`config.mk`:
```
export PLATFORM = sky130hd
export DESIGN_NAME = hds_update
export DESIGN_NICKNAME = d
export VERILOG_FILES = /design/src/hw/rtl/hds_pkg.sv /design/src/hw/rtl/hds_update.sv
export SDC_FILE = /design/constraint.sdc
export NUM_CORES = 1
export LEC_CHECK = 0
export ABC_AREA = 1
export BUFFER_PORTS_ARGS = -buffer_cell sky130_fd_sc_hd__clkbuf_2
export CORE_ASPECT_RATIO = 0.7
export CORE_UTILIZATION = 28
export DETAILED_ROUTE_END_ITERATION = 6
export SYNTH_ARGS = -nofsm -noshare
export SYNTH_HDL_FRONTEND = slang
export SYNTH_SLANG_ARGS = --single-unit
```
`constraint.sdc`:
```
create_clock -name vclk -period 10.3
set_clock_uncertainty 0.2 [all_clocks]
set_input_delay 0.515 -clock vclk [all_inputs]
set_output_delay 0.515 -clock vclk [all_outputs]
set_load 0.03 [all_outputs]
```
`src/hw/rtl/hds_pkg.sv`:
```
`default_nettype none

package hds_pkg;

	localparam int MAX_WIDTH  = 1024;
	localparam int COL_W      = $clog2(MAX_WIDTH);
	localparam int TEMP_W     = 16;
	localparam int ROW_W      = 16;
	localparam int OUT_COL_W  = 10;
	localparam int COEFF_W    = 15;
	localparam int GWIDTH_W   = 11;
	localparam int HEIGHT_W   = 16;
	localparam int CFG_W      = 16;
	localparam int CFG_IDX_W  = 2;
	localparam int LAP_W      = 19;
	localparam int PROD_W     = COEFF_W + 1 + LAP_W;
	localparam int FRAC_W     = 16;
	localparam int INC_W      = PROD_W - FRAC_W;
	localparam int SUM_W      = INC_W + 1;
	localparam int FIFO_DEPTH = 4;
	localparam int FIFO_AW    = $clog2(FIFO_DEPTH);
	localparam int CNT_W      = FIFO_AW + 1;

	localparam logic [COEFF_W-1:0]  COEFF_RESET  = COEFF_W'(16384);
	localparam logic [GWIDTH_W-1:0] WIDTH_RESET  = GWIDTH_W'(200);
	localparam logic [HEIGHT_W-1:0] HEIGHT_RESET = HEIGHT_W'(200);
	localparam logic [GWIDTH_W-1:0] WIDTH_MIN    = GWIDTH_W'(3);
	localparam logic [GWIDTH_W-1:0] WIDTH_MAX    = GWIDTH_W'(MAX_WIDTH);
	localparam logic [HEIGHT_W-1:0] HEIGHT_MIN   = HEIGHT_W'(3);

	typedef logic [CFG_IDX_W-1:0] reg_idx_t;

	localparam reg_idx_t REG_COEFF  = 2'd0;
	localparam reg_idx_t REG_WIDTH  = 2'd1;
	localparam reg_idx_t REG_HEIGHT = 2'd2;

	typedef struct packed {
		logic [TEMP_W-1:0] up;
		logic [TEMP_W-1:0] left;
		logic [TEMP_W-1:0] centre;
		logic [TEMP_W-1:0] right;
	} window_t;

	typedef struct packed {
		logic [TEMP_W-1:0]    temp;
		logic [ROW_W-1:0]     row;
		logic [OUT_COL_W-1:0] col;
		logic                 frame_done;
		logic                 run_last;
	} result_t;

	typedef struct packed {
		logic a;
		logic b;
	} push_t;

endpackage

`default_nettype wire

```
`src/hw/rtl/hds_update.sv`:
```
`default_nettype none

module hds_update
	import hds_pkg::*;
(
	input  wire logic [COEFF_W-1:0]     coeff,
	input  wire logic signed [LAP_W-1:0] lap,
	input  wire logic [TEMP_W-1:0]      centre,
	input  wire logic                   border,
	output logic [TEMP_W-1:0]           value
);

	logic signed [PROD_W-1:0] prod;
	logic signed [INC_W-1:0]  inc;
	logic signed [SUM_W-1:0]  sum;

	assign prod = PROD_W'($signed({1'b0, coeff})) * PROD_W'(lap);
	assign inc  = prod[PROD_W-1:FRAC_W];
	assign sum  = $signed({{(SUM_W-TEMP_W){1'b0}}, centre}) + SUM_W'(inc);

	always_comb begin
		if (border) begin
			value = centre;
		end else if (sum[SUM_W-1]) begin
			value = '0;
		end else if (sum[SUM_W-2:TEMP_W] != '0) begin
			value = '1;
		end else begin
			value = sum[TEMP_W-1:0];
		end
	end

endmodule

`default_nettype wire

```
==> impl_metrics.json, run 1 <==
{
  "syn_area_um2": 12200,
  "layout-drive-gt1-share_pct": 5.14,
  "core_um2": 42700,
  "ys_types": 40,
  "clock.fmax_ghz": 0.110,
  "worst_pin_slew_ns": 0.669,
  "hp-class": "in -> out",
  "worstPathRequired_ns": 9.59,
  "grt_max_degree": 20,
  "via_per_inst": 4.32,
  "finalHoldViolations": 0,
  "synth.avg_cell_area_um2": 7.45,
  "yosysTopAreaCellShare_pct": 46.6,
  "initial_core_util_pct": 28.6,
  "startpoint": "coeff[4]",
  "post_cts_resized": 0,
  "critical_path_class": "in -> out",
  "crit_path_start_kind": "input port",
  "dp.cells": 2240,
  "synthesis.instances": 1642,
  "rows": 63,
  "yosysTopAreaCell": "fa_1",
  "dr.first_iter.drc_count": 483,
  "gp_congestion": 0.836,
  "nFlopsAndLatches": 0,
  "rsz0062_at_grt": "no",
  "fp.dieArea_um2": 44500,
  "grt_pass1_vias": 10300,
  "vias": 9670,
  "dpl_cell_area_um2": 13100,
  "grt_overflow_total": 0,
  "worstPathMaxFanout": 19,
  "ant_nets": 0,
  "multi_input_comb_area_um2": 10100,
  "portBuffers": 67,
  "grt_use_total_pct": 14.1,
  "grt_pass1_wl_um": 51300,
  "routed_wirelength_um": 29700,
  "areaGrowthSynthToFinish_pct": 6.84,
  "ios": 67,
  "synth_nets": 2080,
  "drc": 0,
  "slew_violations": 0,
  "end_kind": "output pin",
  "slowest_stage": "fa_1",
  "hold_buffers": 0,
  "yosys_warnings": 0,
  "cts_setup_buffers": 0,
  "antenna_found_initial": 0,
  "drt_pass1_iterations": 5,
  "post_drt_wl_per_cell_um": 13.2,
  "slowest_delay_ns": 0.57,
  "final-seq-area_um2": 0,
  "min_from": "centre[5]",
  "cap_viol_max_count": 0,
  "fill_cells": 4675,
  "antenna_cells": 0,
  "setup_tns_ns": 0,
  "cpMostUsedCell": "fa_1",
  "post-route-min-period_ns": 9.10,
  "nNetsFinal": 2095,
  "timing.final.crit_share_pct": 88.3,
  "relSlewSlack_pct": 55.0,
  "dp_hpwl_um": 26200,
  "layout.cells.non_filler": 2240,
  "fp.dieH_um": 177,
  "ys_seq_area_share_pct": 0,
  "final.clkbuf_count": 0,
  "finalSetupViolCount": 0,
  "arrival_ns": 8.38,
  "die_x_um": 252,
  "design_area_um2": 13100,
  "outcome": "finished clean",
  "synth_area_leaders": "fa_1 (47%), inv_1 (16%), nand2_1 (14%)"
}
-- routing by layer --
| layer | share of wire (%) | track usage, % | up-vias | routed length (µm) |
|---|---|---|---|---|
| met4 | 0.17 | 0.455 | 0 | 51 |
| li1 | - | - | 4661 | - |
| met2 | 47 | 24.3 | 168 | 13900 |
| met5 | 0 | 0 | - | 0 |
| met3 | 4.4 | 0.662 | 4 | 1300 |
| met1 | 49 | 20.5 | 4837 | 14500 |
-- layout make-up --
class | count | area share (%)
inverter | 512 | 14.7
multi-input combinational | 1076 | 77.1
tap | 585 | 5.60
timing repair buffer | 67 | 2.57
-- placed cells by master (no fill, tap or decap), types with 7 or more instances in the layout --
cell,count
nor2_1,44
nand3_1,30
clkbuf_2,67
a21oi_1,44
o21ai_0,19
inv_1,509
fa_1,285
a21o_1,9
nand2_1,457
ha_1,102
xor2_1,20
nand4_1,7
xnor2_1,17
-- cell usage after synthesis (4+ instances only) --
cell and count:
a21oi_1 44, fa_1 285, buf_1 7, a21o_1 9, nand4_1 7, ha_1 102, clkbuf_1 42, nor2_1 44
o21ai_0 19, xnor2_1 17, nand2_2 6, xor2_1 20, nand3_1 30, a31oi_1 4, nand2_1 457, inv_1 509
-- worst max-delay path: cells and delay by family --
| kind | cells | cell delay (ns) |
|---|---|---|
| simple gates | 9 | 1.05 |
| buf+inv | 6 | 0.79 |
| compound gates | 9 | 1.99 |
| fa+ha+maj | 8 | 3.64 |
| xor+xnor | 2 | 0.34 |
-- metrics by stage --
stage / hold slack, ns / worst slack (ns) / utilization (%)
2_1_floorplan: 1.05 / 2.09 / -
3_3_place_gp: 1.20 / 1.33 / 30.6
3_5_place_dp: 1.19 / 1.28 / 30.6
4_1_cts: 1.20 / 1.25 / 30.6
5_1_grt: 1.22 / 0.789 / 30.6
6_report: 1.20 / 1.20 / 30.6
-- path summary, 6_finish.rpt --
check,slack (ns),endpoint,depth (start not counted)
hold / removal,1.20,value[5],4
setup / recovery,1.20,value[9],34
-- cell families (layout without fill, tap and decap cells) --
logic type,Yosys count,after routing,share of synthesized area [%]
XOR/XNOR,37,37,2.65
buffers and inverters,566,579,17.6
adder cells (fa/ha/maj),387,387,57.1
AO/OA/AOI/OAI,92,92,4.39
AND/OR/NAND/NOR,560,560,18.3
Power of run 1 is left out: the tool's default activity adds up to more than one toggle a clock period on the data nets, which glitch-free logic cannot reach.
==> run 2, diff against run 1 <==
==> constraint.sdc (replaced) <==
create_clock -name vclk -period 9.65
set_clock_uncertainty 0.2 [all_clocks]
set_input_delay 0.4825 -clock vclk [all_inputs]
set_output_delay 0.4825 -clock vclk [all_outputs]
set_load 0.03 [all_outputs]
==> impl_metrics.json, run 2 (synthesis results as in run 1) <==
{
  "dp.cells": 2240,
  "finalHoldViolations": 0,
  "post_cts_resized": 0,
  "final-seq-area_um2": 0,
  "final.clkbuf_count": 0,
  "worstPathMaxFanout": 18,
  "slowest_delay_ns": 0.58,
  "portBuffers": 67,
  "grt_pass1_vias": 10200,
  "rsz0062_at_grt": "no",
  "nFlopsAndLatches": 0,
  "finalSetupViolCount": 0,
  "antenna_found_initial": 1,
  "outcome": "finished clean",
  "routed_wirelength_um": 30000,
  "grt_pass1_wl_um": 51300,
  "dp_hpwl_um": 26500,
  "core_um2": 42700,
  "via_per_inst": 4.40,
  "hold_buffers": 0,
  "timing.final.crit_share_pct": 93.1,
  "clock.fmax_ghz": 0.111,
  "layout.cells.non_filler": 2240,
  "fp.dieH_um": 177,
  "slew_violations": 0,
  "critical_path_class": "in -> out",
  "ant_nets": 0,
  "post_drt_wl_per_cell_um": 13.4,
  "setup_tns_ns": 0,
  "slowest_stage": "fa_1",
  "drc": 0,
  "worst_pin_slew_ns": 0.688,
  "post-route-min-period_ns": 8.98,
  "hp-class": "in -> out",
  "gp_congestion": 0.838,
  "worstPathRequired_ns": 8.97,
  "crit_path_start_kind": "input port",
  "layout_commonest_cell": "inv_1",
  "grt_max_degree": 20,
  "initial_core_util_pct": 28.6,
  "end_kind": "output pin",
  "cpMostUsedCell": "fa_1",
  "nNetsFinal": 2095,
  "die_x_um": 252,
  "arrival_ns": 8.30,
  "grt_overflow_total": 0,
  "drt_pass1_iterations": 5,
  "areaGrowthSynthToFinish_pct": 6.84,
  "cts_setup_buffers": 0,
  "relSlewSlack_pct": 53.8,
  "ios": 67,
  "layout-drive-gt1-share_pct": 5.14,
  "final_cell_mix": "inv_1 (509), nand2_1 (457), fa_1 (285)",
  "fp.dieArea_um2": 44500,
  "vias": 9859,
  "antenna_cells": 0,
  "grt_use_total_pct": 14.2,
  "rows": 63,
  "cap_viol_max_count": 0,
  "dr.first_iter.drc_count": 550
}
[run 2: critical path, delay by kind of cell]
kind | cells | cell delay, ns
XOR/XNOR | 2 | 0.35
AND/OR/NAND/NOR | 9 | 1.08
AO/OA/AOI/OAI | 9 | 1.92
adder cells (fa/ha/maj) | 8 | 3.70
buffers and inverters | 4 | 0.72
[run 2: cell type report]
cell class | instances | area, µm²
fill | 4664 | 29700
multi-input combinational | 1076 | 10100
inverter | 512 | 1920
tap | 585 | 732
timing repair buffer | 67 | 335
[run 2: final timing paths]
path / from / depth (start not counted) / slack, ns / to
hold / removal: centre[5] / 4 / 1.13 / value[5]
setup / recovery: coeff[1] / 32 / 0.67 / value[12]
[run 2: through the flow]
| stage | hold WS (ns) | cell area [µm²] | worst slack [ns] | util (%) |
|---|---|---|---|---|
| 2_1_floorplan | 0.982 | 12200 | 1.50 | - |
| 5_1_grt | 1.15 | 13100 | 0.0198 | 30.6 |
| 6_report | 1.13 | 13100 | 0.670 | 30.6 |
| 4_1_cts | 1.13 | 13100 | 0.693 | 30.6 |
| 3_3_place_gp | 1.13 | 13100 | 0.756 | 30.6 |
| 3_5_place_dp | 1.13 | 13100 | 0.703 | 30.6 |
[run 2: layer usage]
metal | vias to the layer above | global-route usage, % | routed length [µm]
li1 | 4664 | - | -
met1 | 5004 | 20.5 | 14500
met2 | 185 | 24.4 | 14200
met3 | 6 | 0.868 | 1230
met4 | 0 | 0.404 | 57
met5 | - | 0 | 0
Power of run 2 is left out for the same reason.
