==> config.mk <==
export PLATFORM = sky130hd
export DESIGN_NAME = hds_res_fifo
export DESIGN_NICKNAME = d
export VERILOG_FILES = /design/src/hw/rtl/hds_pkg.sv /design/src/hw/rtl/hds_res_fifo.sv
export SDC_FILE = /design/constraint.sdc
export NUM_CORES = 1
export LEC_CHECK = 0
export BUFFER_PORTS_ARGS = -buffer_cell sky130_fd_sc_hd__buf_2
export CAP_MARGIN = 0
export CORE_MARGIN = 10
export CORE_UTILIZATION = 25
export CTS_BUF_LIST = sky130_fd_sc_hd__clkbuf_16
export DETAILED_ROUTE_END_ITERATION = 6
export GPL_TIMING_DRIVEN = 0
export PLACE_DENSITY = 0.48
export SLEW_MARGIN = 20
export SYNTH_ARGS = -nofsm -noshare
export SYNTH_HDL_FRONTEND = slang
export SYNTH_SLANG_ARGS = --single-unit
==> constraint.sdc <==
create_clock -name clk -period 3.87 [get_ports clk]
set_input_delay 0.5805 -clock clk [delete_from_list [all_inputs] [get_ports clk]]
set_output_delay 0.5805 -clock clk [all_outputs]
set_load 0.05 [all_outputs]
==> src/hw/rtl/hds_pkg.sv <==
`default_nettype none

package hds_pkg;

	localparam int MAX_WIDTH  = 1024;
	localparam int COL_W      = $clog2(MAX_WIDTH);
	localparam int TEMP_W     = 16;
	localparam int ROW_W      = 16;
	localparam int OUT_COL_W  = 10;
	localparam int COEFF_W    = 15;
	localparam int GWIDTH_W   = 11;
	localparam int HEIGHT_W   = 16;
	localparam int CFG_W      = 16;
	localparam int CFG_IDX_W  = 2;
	localparam int LAP_W      = 19;
	localparam int PROD_W     = COEFF_W + 1 + LAP_W;
	localparam int FRAC_W     = 16;
	localparam int INC_W      = PROD_W - FRAC_W;
	localparam int SUM_W      = INC_W + 1;
	localparam int FIFO_DEPTH = 4;
	localparam int FIFO_AW    = $clog2(FIFO_DEPTH);
	localparam int CNT_W      = FIFO_AW + 1;

	localparam logic [COEFF_W-1:0]  COEFF_RESET  = COEFF_W'(16384);
	localparam logic [GWIDTH_W-1:0] WIDTH_RESET  = GWIDTH_W'(200);
	localparam logic [HEIGHT_W-1:0] HEIGHT_RESET = HEIGHT_W'(200);
	localparam logic [GWIDTH_W-1:0] WIDTH_MIN    = GWIDTH_W'(3);
	localparam logic [GWIDTH_W-1:0] WIDTH_MAX    = GWIDTH_W'(MAX_WIDTH);
	localparam logic [HEIGHT_W-1:0] HEIGHT_MIN   = HEIGHT_W'(3);

	typedef logic [CFG_IDX_W-1:0] reg_idx_t;

	localparam reg_idx_t REG_COEFF  = 2'd0;
	localparam reg_idx_t REG_WIDTH  = 2'd1;
	localparam reg_idx_t REG_HEIGHT = 2'd2;

	typedef struct packed {
		logic [TEMP_W-1:0] up;
		logic [TEMP_W-1:0] left;
		logic [TEMP_W-1:0] centre;
		logic [TEMP_W-1:0] right;
	} window_t;

	typedef struct packed {
		logic [TEMP_W-1:0]    temp;
		logic [ROW_W-1:0]     row;
		logic [OUT_COL_W-1:0] col;
		logic                 frame_done;
		logic                 run_last;
	} result_t;

	typedef struct packed {
		logic a;
		logic b;
	} push_t;

endpackage

`default_nettype wire

==> src/hw/rtl/hds_res_fifo.sv <==
`default_nettype none

module hds_res_fifo
	import hds_pkg::*;
(
	input  wire logic         clk,
	input  wire logic         arst_n,
	input  wire push_t        push,
	input  wire result_t      res_a,
	input  wire result_t      res_b,
	input  wire logic         pop,
	output result_t           head,
	output logic [CNT_W-1:0]  count
);

	result_t              mem [FIFO_DEPTH];
	logic [FIFO_AW-1:0]   wr_ptr_q;
	logic [FIFO_AW-1:0]   rd_ptr_q;
	logic [CNT_W-1:0]     count_q;
	logic [FIFO_AW-1:0]   wr_next;
	logic [CNT_W-1:0]     n_push;

	assign wr_next = wr_ptr_q + FIFO_AW'(1);
	assign n_push  = CNT_W'(push.a) + CNT_W'(push.b);

	always_ff @(posedge clk) begin
		if (push.a) begin
			mem[wr_ptr_q] <= res_a;
		end
		if (push.b) begin
			mem[wr_next] <= res_b;
		end
	end

	always_ff @(posedge clk or negedge arst_n) begin
		if (!arst_n) begin
			wr_ptr_q <= '0;
			rd_ptr_q <= '0;
			count_q  <= '0;
		end else begin
			wr_ptr_q <= wr_ptr_q + FIFO_AW'(n_push);
			if (pop) begin
				rd_ptr_q <= rd_ptr_q + FIFO_AW'(1);
			end
			count_q <= count_q + n_push - CNT_W'(pop);
		end
	end

	assign head  = mem[rd_ptr_q];
	assign count = count_q;

endmodule

`default_nettype wire

==> out/qor.yml, run 1 <==
sta:
  rsz0062_at_grt: "false"
  fmaxAchievable_mhz: 334
  setup_violations: 0
  drv_slew: 0
  holdWs_ns: 0.400
  fin_crit_ns: 2.99
  worst_pin_slew_ns: 0.907
  fin_crit_sh: 0.774
  finalHoldViolCount: 0
  skew_ns: 0.0127
  slew_headroom: 0.395
setup_path:
  critPathLaunchType: "flop"
  setup.worst_path.end_class: "primary output"
  required_ns: 3.29
  crit_arrival_ns: 2.41
  critPathMaxFanout: 10
  critPathKind: "flop to primary output"
routing:
  drt-pass1-iter-count: 4
  avgRoutedWirePerCell_um: 23.4
  drc: 0
  via_per_inst: 4.54
  totalWireLength_mm: 25.7
  drt_iter0_drc: 210
  drtAntennaViolNets: 0
  via_count: 5001
flow_run:
  maxCapViolCount: 0
floorplanning:
  fp.dieArea_um2: 43400
  chipWidth_um: 208
  fp-row-count: 68
  core_um2: 34700
  initial_core_util: 0.255
  die_y_um: 208
  pin_count: 140
synthesis:
  post-synth-top-count-cell: "edfxtp_1"
  yosys_warnings: 0
  synth-seq-cells: 183
  yosys.area.top_type: "edfxtp_1"
  synth_seq_area_share: 0.617
  ys_async_sr_fraction: 0.0383
  synth_cells: 461
  synth_common_cells: "176 x edfxtp_1, 173 x mux2_2, 44 x mux4_2, 16 x buf_2"
  synth_edf_count: 176
  ys_types: 23
  synth_area_um2: 8860
  synth_nets: 558
  synthTopCellsByArea: "edfxtp_1 60%, mux2_2 22%, mux4_2 11%, dfrtp_1 2.0%, buf_2 0.90%"
  synth_top_area_share: 0.597
  syn_area_per_cell_um2: 19.2
  yosys_most_used_dff: "edfxtp_1"
final_layout:
  layout-drive-gt1-share: 0.671
  nets: 729
  synthToLayoutAreaGrowth_pct: 25.4
global_routing:
  grt_usage: 0.118
  antenna_found_initial: 2
  grt_pass1_vias: 5854
  grt_pass1_wl_mm: 37.7
  grt-ovfl-total: 0
  grt_max_degree: 17
clock_network:
  cts_tree: "built"
  clk_latency_ns: 0.44
  cts.htree.levels: 4
  cts_buffers: 17
  cts_sinks: 183
  ctsResizeCount: 0
  clkTransAtPathRegs_ns: 0.08
  clockRootBuffer: "clkbuf_16"
  clk_path_buf_depth: 2
status:
  status: "completed"
pwr:
  total_power_mw: 9.74
  pwr_density_cell_nw_per_um2: 878
  irDropWorstVdd_mv: 0.320
  p_leak_nw: 3.93
worst_hold_path:
  worstHoldPathType: "primary input to flop"
placed_design:
  portBuffers: 139
  hpwl_mm: 17.6
  place_congestion: 0.647
## flip-flops by register name (all words and copies together), names as in the netlist
signal,count
wr_ptr_q,2
rd_ptr_q,2
mem,176
count,3
## worst max-delay path: stages, from the launching register on
cell	delay, ns
dfrtp_1	0.32
buf_2	0.25
buf_1	0.71
mux4_2	0.44
buf_2	0.23
## power by group
part	internal, mW	total, mW	switching [mW]
registers	2.99	3.12	0.130
clock network	1.02	1.83	0.812
logic	1.71	4.79	3.08
total	5.73	9.74	4.02
## final cells by class
class	count	area [um^2]
inverter	4	15.0
multi-input combinational	245	3230
sequential	183	5460
antenna	1	2.50
timing repair buffer	152	1040
fill	3382	23600
clock buffer	17	425
clock inverter	15	178
buffer	29	185
tap	455	569
## repair_timing
item | CTS | global route
setup buffers | 0 | 0
hold buffers | 1 | 0
endpoints found under the hold margin | 7 | 0
## metrics by stage
step	util	area (um^2)	setup WS, ns	std cells	TNS, ns
floorplan	-	8860	-0.407	461	-35.81
global placement	0.292	10100	-4.67	1055	-551.92
detailed placement	0.302	10500	1.30	1067	0
CTS	0.320	11100	0.806	1100	0
global route	0.320	11100	0.732	1100	0
finish	0.320	11100	0.876	1101	0
## final timing paths
| check | slack (ns) | cells after the start | end | startpoint |
|---|---|---|---|---|
| worst min register to register | 0.51 | 1 | count[0]$_DFF_PN0_ | count[0]$_DFF_PN0_ |
| worst max-delay path | 0.88 | 4 | head[29] | rd_ptr_q[1]$_DFFE_PN0P_ |
| worst min-delay path | 0.40 | 2 | rd_ptr_q[0]$_DFFE_PN0P_ | pop |
| worst max register to register | 1.64 | 7 | mem[2][24]$_DFFE_PP_ | wr_ptr_q[1]$_DFF_PN0_ |
| max in group asynchronous | 3.21 | 2 | wr_ptr_q[1]$_DFF_PN0_ | arst_n |
| min in group asynchronous | 0.50 | 2 | rd_ptr_q[1]$_DFFE_PN0P_ | arst_n |
## layer usage
metal / routed length (um) / up-vias / GRT usage
li1: - / 2225 / -
met1: 10700 / 2642 / 0.137
met2: 13400 / 110 / 0.208
met3: 1330 / 20 / 0.0326
met4: 265 / 4 / 0.0331
met5: 27 / - / 0
## logic make-up (layout without fill, tap and decap cells)
kind of cell	count (synthesis)	count (layout)	synth area share
flops	183	183	0.617
simple gates	10	10	0.00848
buf+inv	33	217	0.0226
compound gates	2	2	0.00113
mux	221	221	0.337
xor+xnor	8	8	0.00791
other cells	0	1	0
fa+ha+maj	4	4	0.00650
## placed cells by master, fill, tap and decap left out
cell type      Yosys  routed
fa_1               1       1
nand3_2            1       1
inv_6              0       2
nand3b_1           1       1
mux4_2            44      44
xor2_1             4       4
nand2_1            2       2
inv_1              4       4
clkinv_4           0       3
edfxtp_1         176     176
buf_16             0      12
o21ai_4            0       2
clkinv_2           0       2
clkbuf_16          0      17
buf_2             16     155
dfrtp_1            7       7
mux2i_1            1       1
clkinvlp_4         0       4
buf_6              4       4
ha_1               3       3
nand2b_1           2       2
mux2_1             3       3
diode_2            0       1
bufinv_16          0       3
buf_4              7       7
nor3b_4            1       1
dlygate4sd3_1      0       1
nor2_4             0       2
buf_1              2       2
clkinv_1           0       1
mux2_2           173     173
xnor2_1            4       4
nand3b_2           1       1
(Power assumes the default switching activity.)
==> run 2: changes to the inputs <==
PLACE_DENSITY = 0.47   (was 0.48)
clock period = 3.1 ns   (was 3.87 ns; I/O delays follow)
==> run 2 against run 1 <==
Effect of this change:
- worst setup slack lost 0.57 ns
- via count grew 0.32%
- critical path depth is the same
- largest power group unchanged
- critical path type unchanged
- critical endpoint is now head[33]
- clock skew shrank 0.0048 ns
==> out/qor.yml, run 2 (same netlist as run 1, synthesis figures left out) <==
status:
  status: "completed"
final_layout:
  largest_reg_flops: 176  # unchanged
  nets: 730  # +0.14%
  final_cell_mix: "176 x edfxtp_1, 173 x mux2_2, 155 x buf_2"
  layout_commonest_cell: "edfxtp_1"
  seqCellArea_um2: 5460  # unchanged
  multi_input_area_um2: 3230  # unchanged
  final_util: 0.319  # -0.00112
  synthToLayoutAreaGrowth_pct: 25.0
  layout-drive-gt1-share: 0.667  # -0.00414
  fill_cells: 3426  # +1.3%
  max_flop_register: "mem"
global_routing:
  antenna_found_initial: 6  # +4
  grt_pass1_wl_mm: 38.2  # +1.2%
  grt_usage: 0.119  # +0.00107
  grt_max_degree: 17  # unchanged
  grt_pass1_vias: 5797  # -0.97%
  grt-ovfl-total: 0  # unchanged
pwr:
  total_power_mw: 11.9  # +23%
  clkPwrFrac: 0.171  # -0.017
  power_frac_seq: 0.326  # +0.005
  irDropWorstVdd_mv: 0.558  # +74%
  p_leak_nw: 3.93  # -0.12%
  p_int_mw: 7.00  # +22%
  pwr_density_cell_nw_per_um2: 1080  # +23%
  combPwrFrac: 0.503  # +0.012
  switchingPower_mw: 4.94  # +23%
  p_sw_frac: 0.414  # +0.00149
routing:
  totalWireLength_mm: 25.4  # -1.1%
  drtAntennaViolNets: 0  # unchanged
  avgRoutedWirePerCell_um: 23.1  # -1.2%
  drt_iter0_drc: 194  # -7.6%
  drc: 0  # unchanged
  via_per_inst: 4.55  # +0.23%
  via_count: 5017  # +0.32%
  drt-pass1-iter-count: 4  # unchanged
clock_network:
  cts_buffers: 17  # unchanged
  clockRootBuffer: "clkbuf_16"
  clk_latency_ns: 0.43  # about the same
  clk_path_buf_depth: 2  # unchanged
  cts_sinks: 183  # unchanged
  ctsResizeCount: 0  # unchanged
  clkTransAtPathRegs_ns: 0.07  # about the same
  cts_tree: "built"
  cts.htree.levels: 4  # unchanged
floorplanning:
  initial_core_util: 0.255  # unchanged
  core_um2: 34700  # unchanged
  pin_count: 140  # unchanged
  fp-row-count: 68  # unchanged
  fp.dieArea_um2: 43400  # unchanged
  chipWidth_um: 208  # unchanged
  die_y_um: 208  # unchanged
sta:
  slew_headroom: 0.459  # +0.0633
  drv_slew: 0  # unchanged
  rsz0062_at_grt: "false"
  finalHoldViolCount: 0  # unchanged
  fin_crit_ns: 2.79
  fin_crit_sh: 0.900
  fmaxAchievable_mhz: 358
  fin_ws_ns: 0.309  # -0.567 ns
  setup_violations: 0  # unchanged
  worst_pin_slew_ns: 0.812  # -0.0950 ns
  skew_ns: 0.00787  # -0.00482 ns
placed_design:
  place_ws_ns: 0.730  # -0.572 ns
  hpwl_mm: 17.5  # -0.41%
  place_congestion: 0.637  # -1.5%
  portBuffers: 139  # unchanged
setup_path:
  required_ns: 2.63  # -0.66 ns
  setup.worst_path.end_class: "primary output"
  crit_arrival_ns: 2.33  # -0.08 ns
  critPathMaxFanout: 10  # unchanged
  critPathLaunchType: "flop"
  critPathKind: "flop to primary output"
worst_hold_path:
  worstHoldPathType: "primary input to flop"
flow_run:
  maxCapViolCount: 0  # unchanged
-- run 2: what timing repair did --
item	CTS	global route
buffers inserted	0	0
endpoints found under the hold margin	7	0
hold buffers	1	0
-- run 2: power groups by stage --
stage	logic, mW	clock network, mW	registers [mW]
after floorplan	3.99	0	4.05
after global placement	5.42	0	3.99
after detailed placement	6.18	0	3.97
after CTS	6.19	2.12	3.91
after global routing	6.40	2.22	3.97
final	6.00	2.05	3.89
-- run 2: stage by stage --
stage / setup TNS, ns / cells / hold slack (ns) / instance area, um^2
detailed placement: 0 / 1068 / 0.315 / 10500
global placement: -674.37 / 1055 / 0.311 / 10100
floorplan: -103.57 / 461 / 0.169 / 8860
global route: 0 / 1102 / 0.274 / 11100
CTS: 0 / 1101 / 0.263 / 11100
finish: 0 / 1102 / 0.293 / 11100
-- run 2: critical path, cell delays in order (launching register included) --
cell and delay [ns]:
dfrtp_1 0.32, buf_2 0.24, buf_1 0.65, mux4_2 0.44, buf_2 0.23
-- run 2: layer usage --
metal | vias up | part of all wire | GRT usage
met2 | 121 | 0.50 | 0.202
met3 | 36 | 0.047 | 0.0353
met1 | 2619 | 0.43 | 0.141
met4 | 8 | 0.017 | 0.0381
li1 | 2233 | - | -
met5 | - | 0.0020 | 0
-- run 2: area by class of cell --
cell class | count | area share
Sequential cell | 183 | 0.493
Clock buffer | 17 | 0.0384
Inverter | 4 | 0.00136
Tap cell | 455 | 0.0514
Clock inverter | 15 | 0.0101
Multi-Input combinational cell | 245 | 0.292
Buffer | 29 | 0.0167
Timing Repair Buffer | 153 | 0.0961
Antenna cell | 1 | 0.000226
-- run 2: final timing paths --
path,start,endpoint,slack [ns],cells after the start
setup / recovery,rd_ptr_q[1]$_DFFE_PN0P_,head[33],0.31,4
max in group asynchronous,arst_n,wr_ptr_q[0]$_DFF_PN0_,2.55,2
hold / removal,pop,rd_ptr_q[0]$_DFFE_PN0P_,0.29,2
setup reg to reg,wr_ptr_q[1]$_DFF_PN0_,mem[2][15]$_DFFE_PP_,0.88,7
min in group asynchronous,arst_n,rd_ptr_q[0]$_DFFE_PN0P_,0.39,2
hold reg to reg,count[0]$_DFF_PN0_,count[0]$_DFF_PN0_,0.51,1
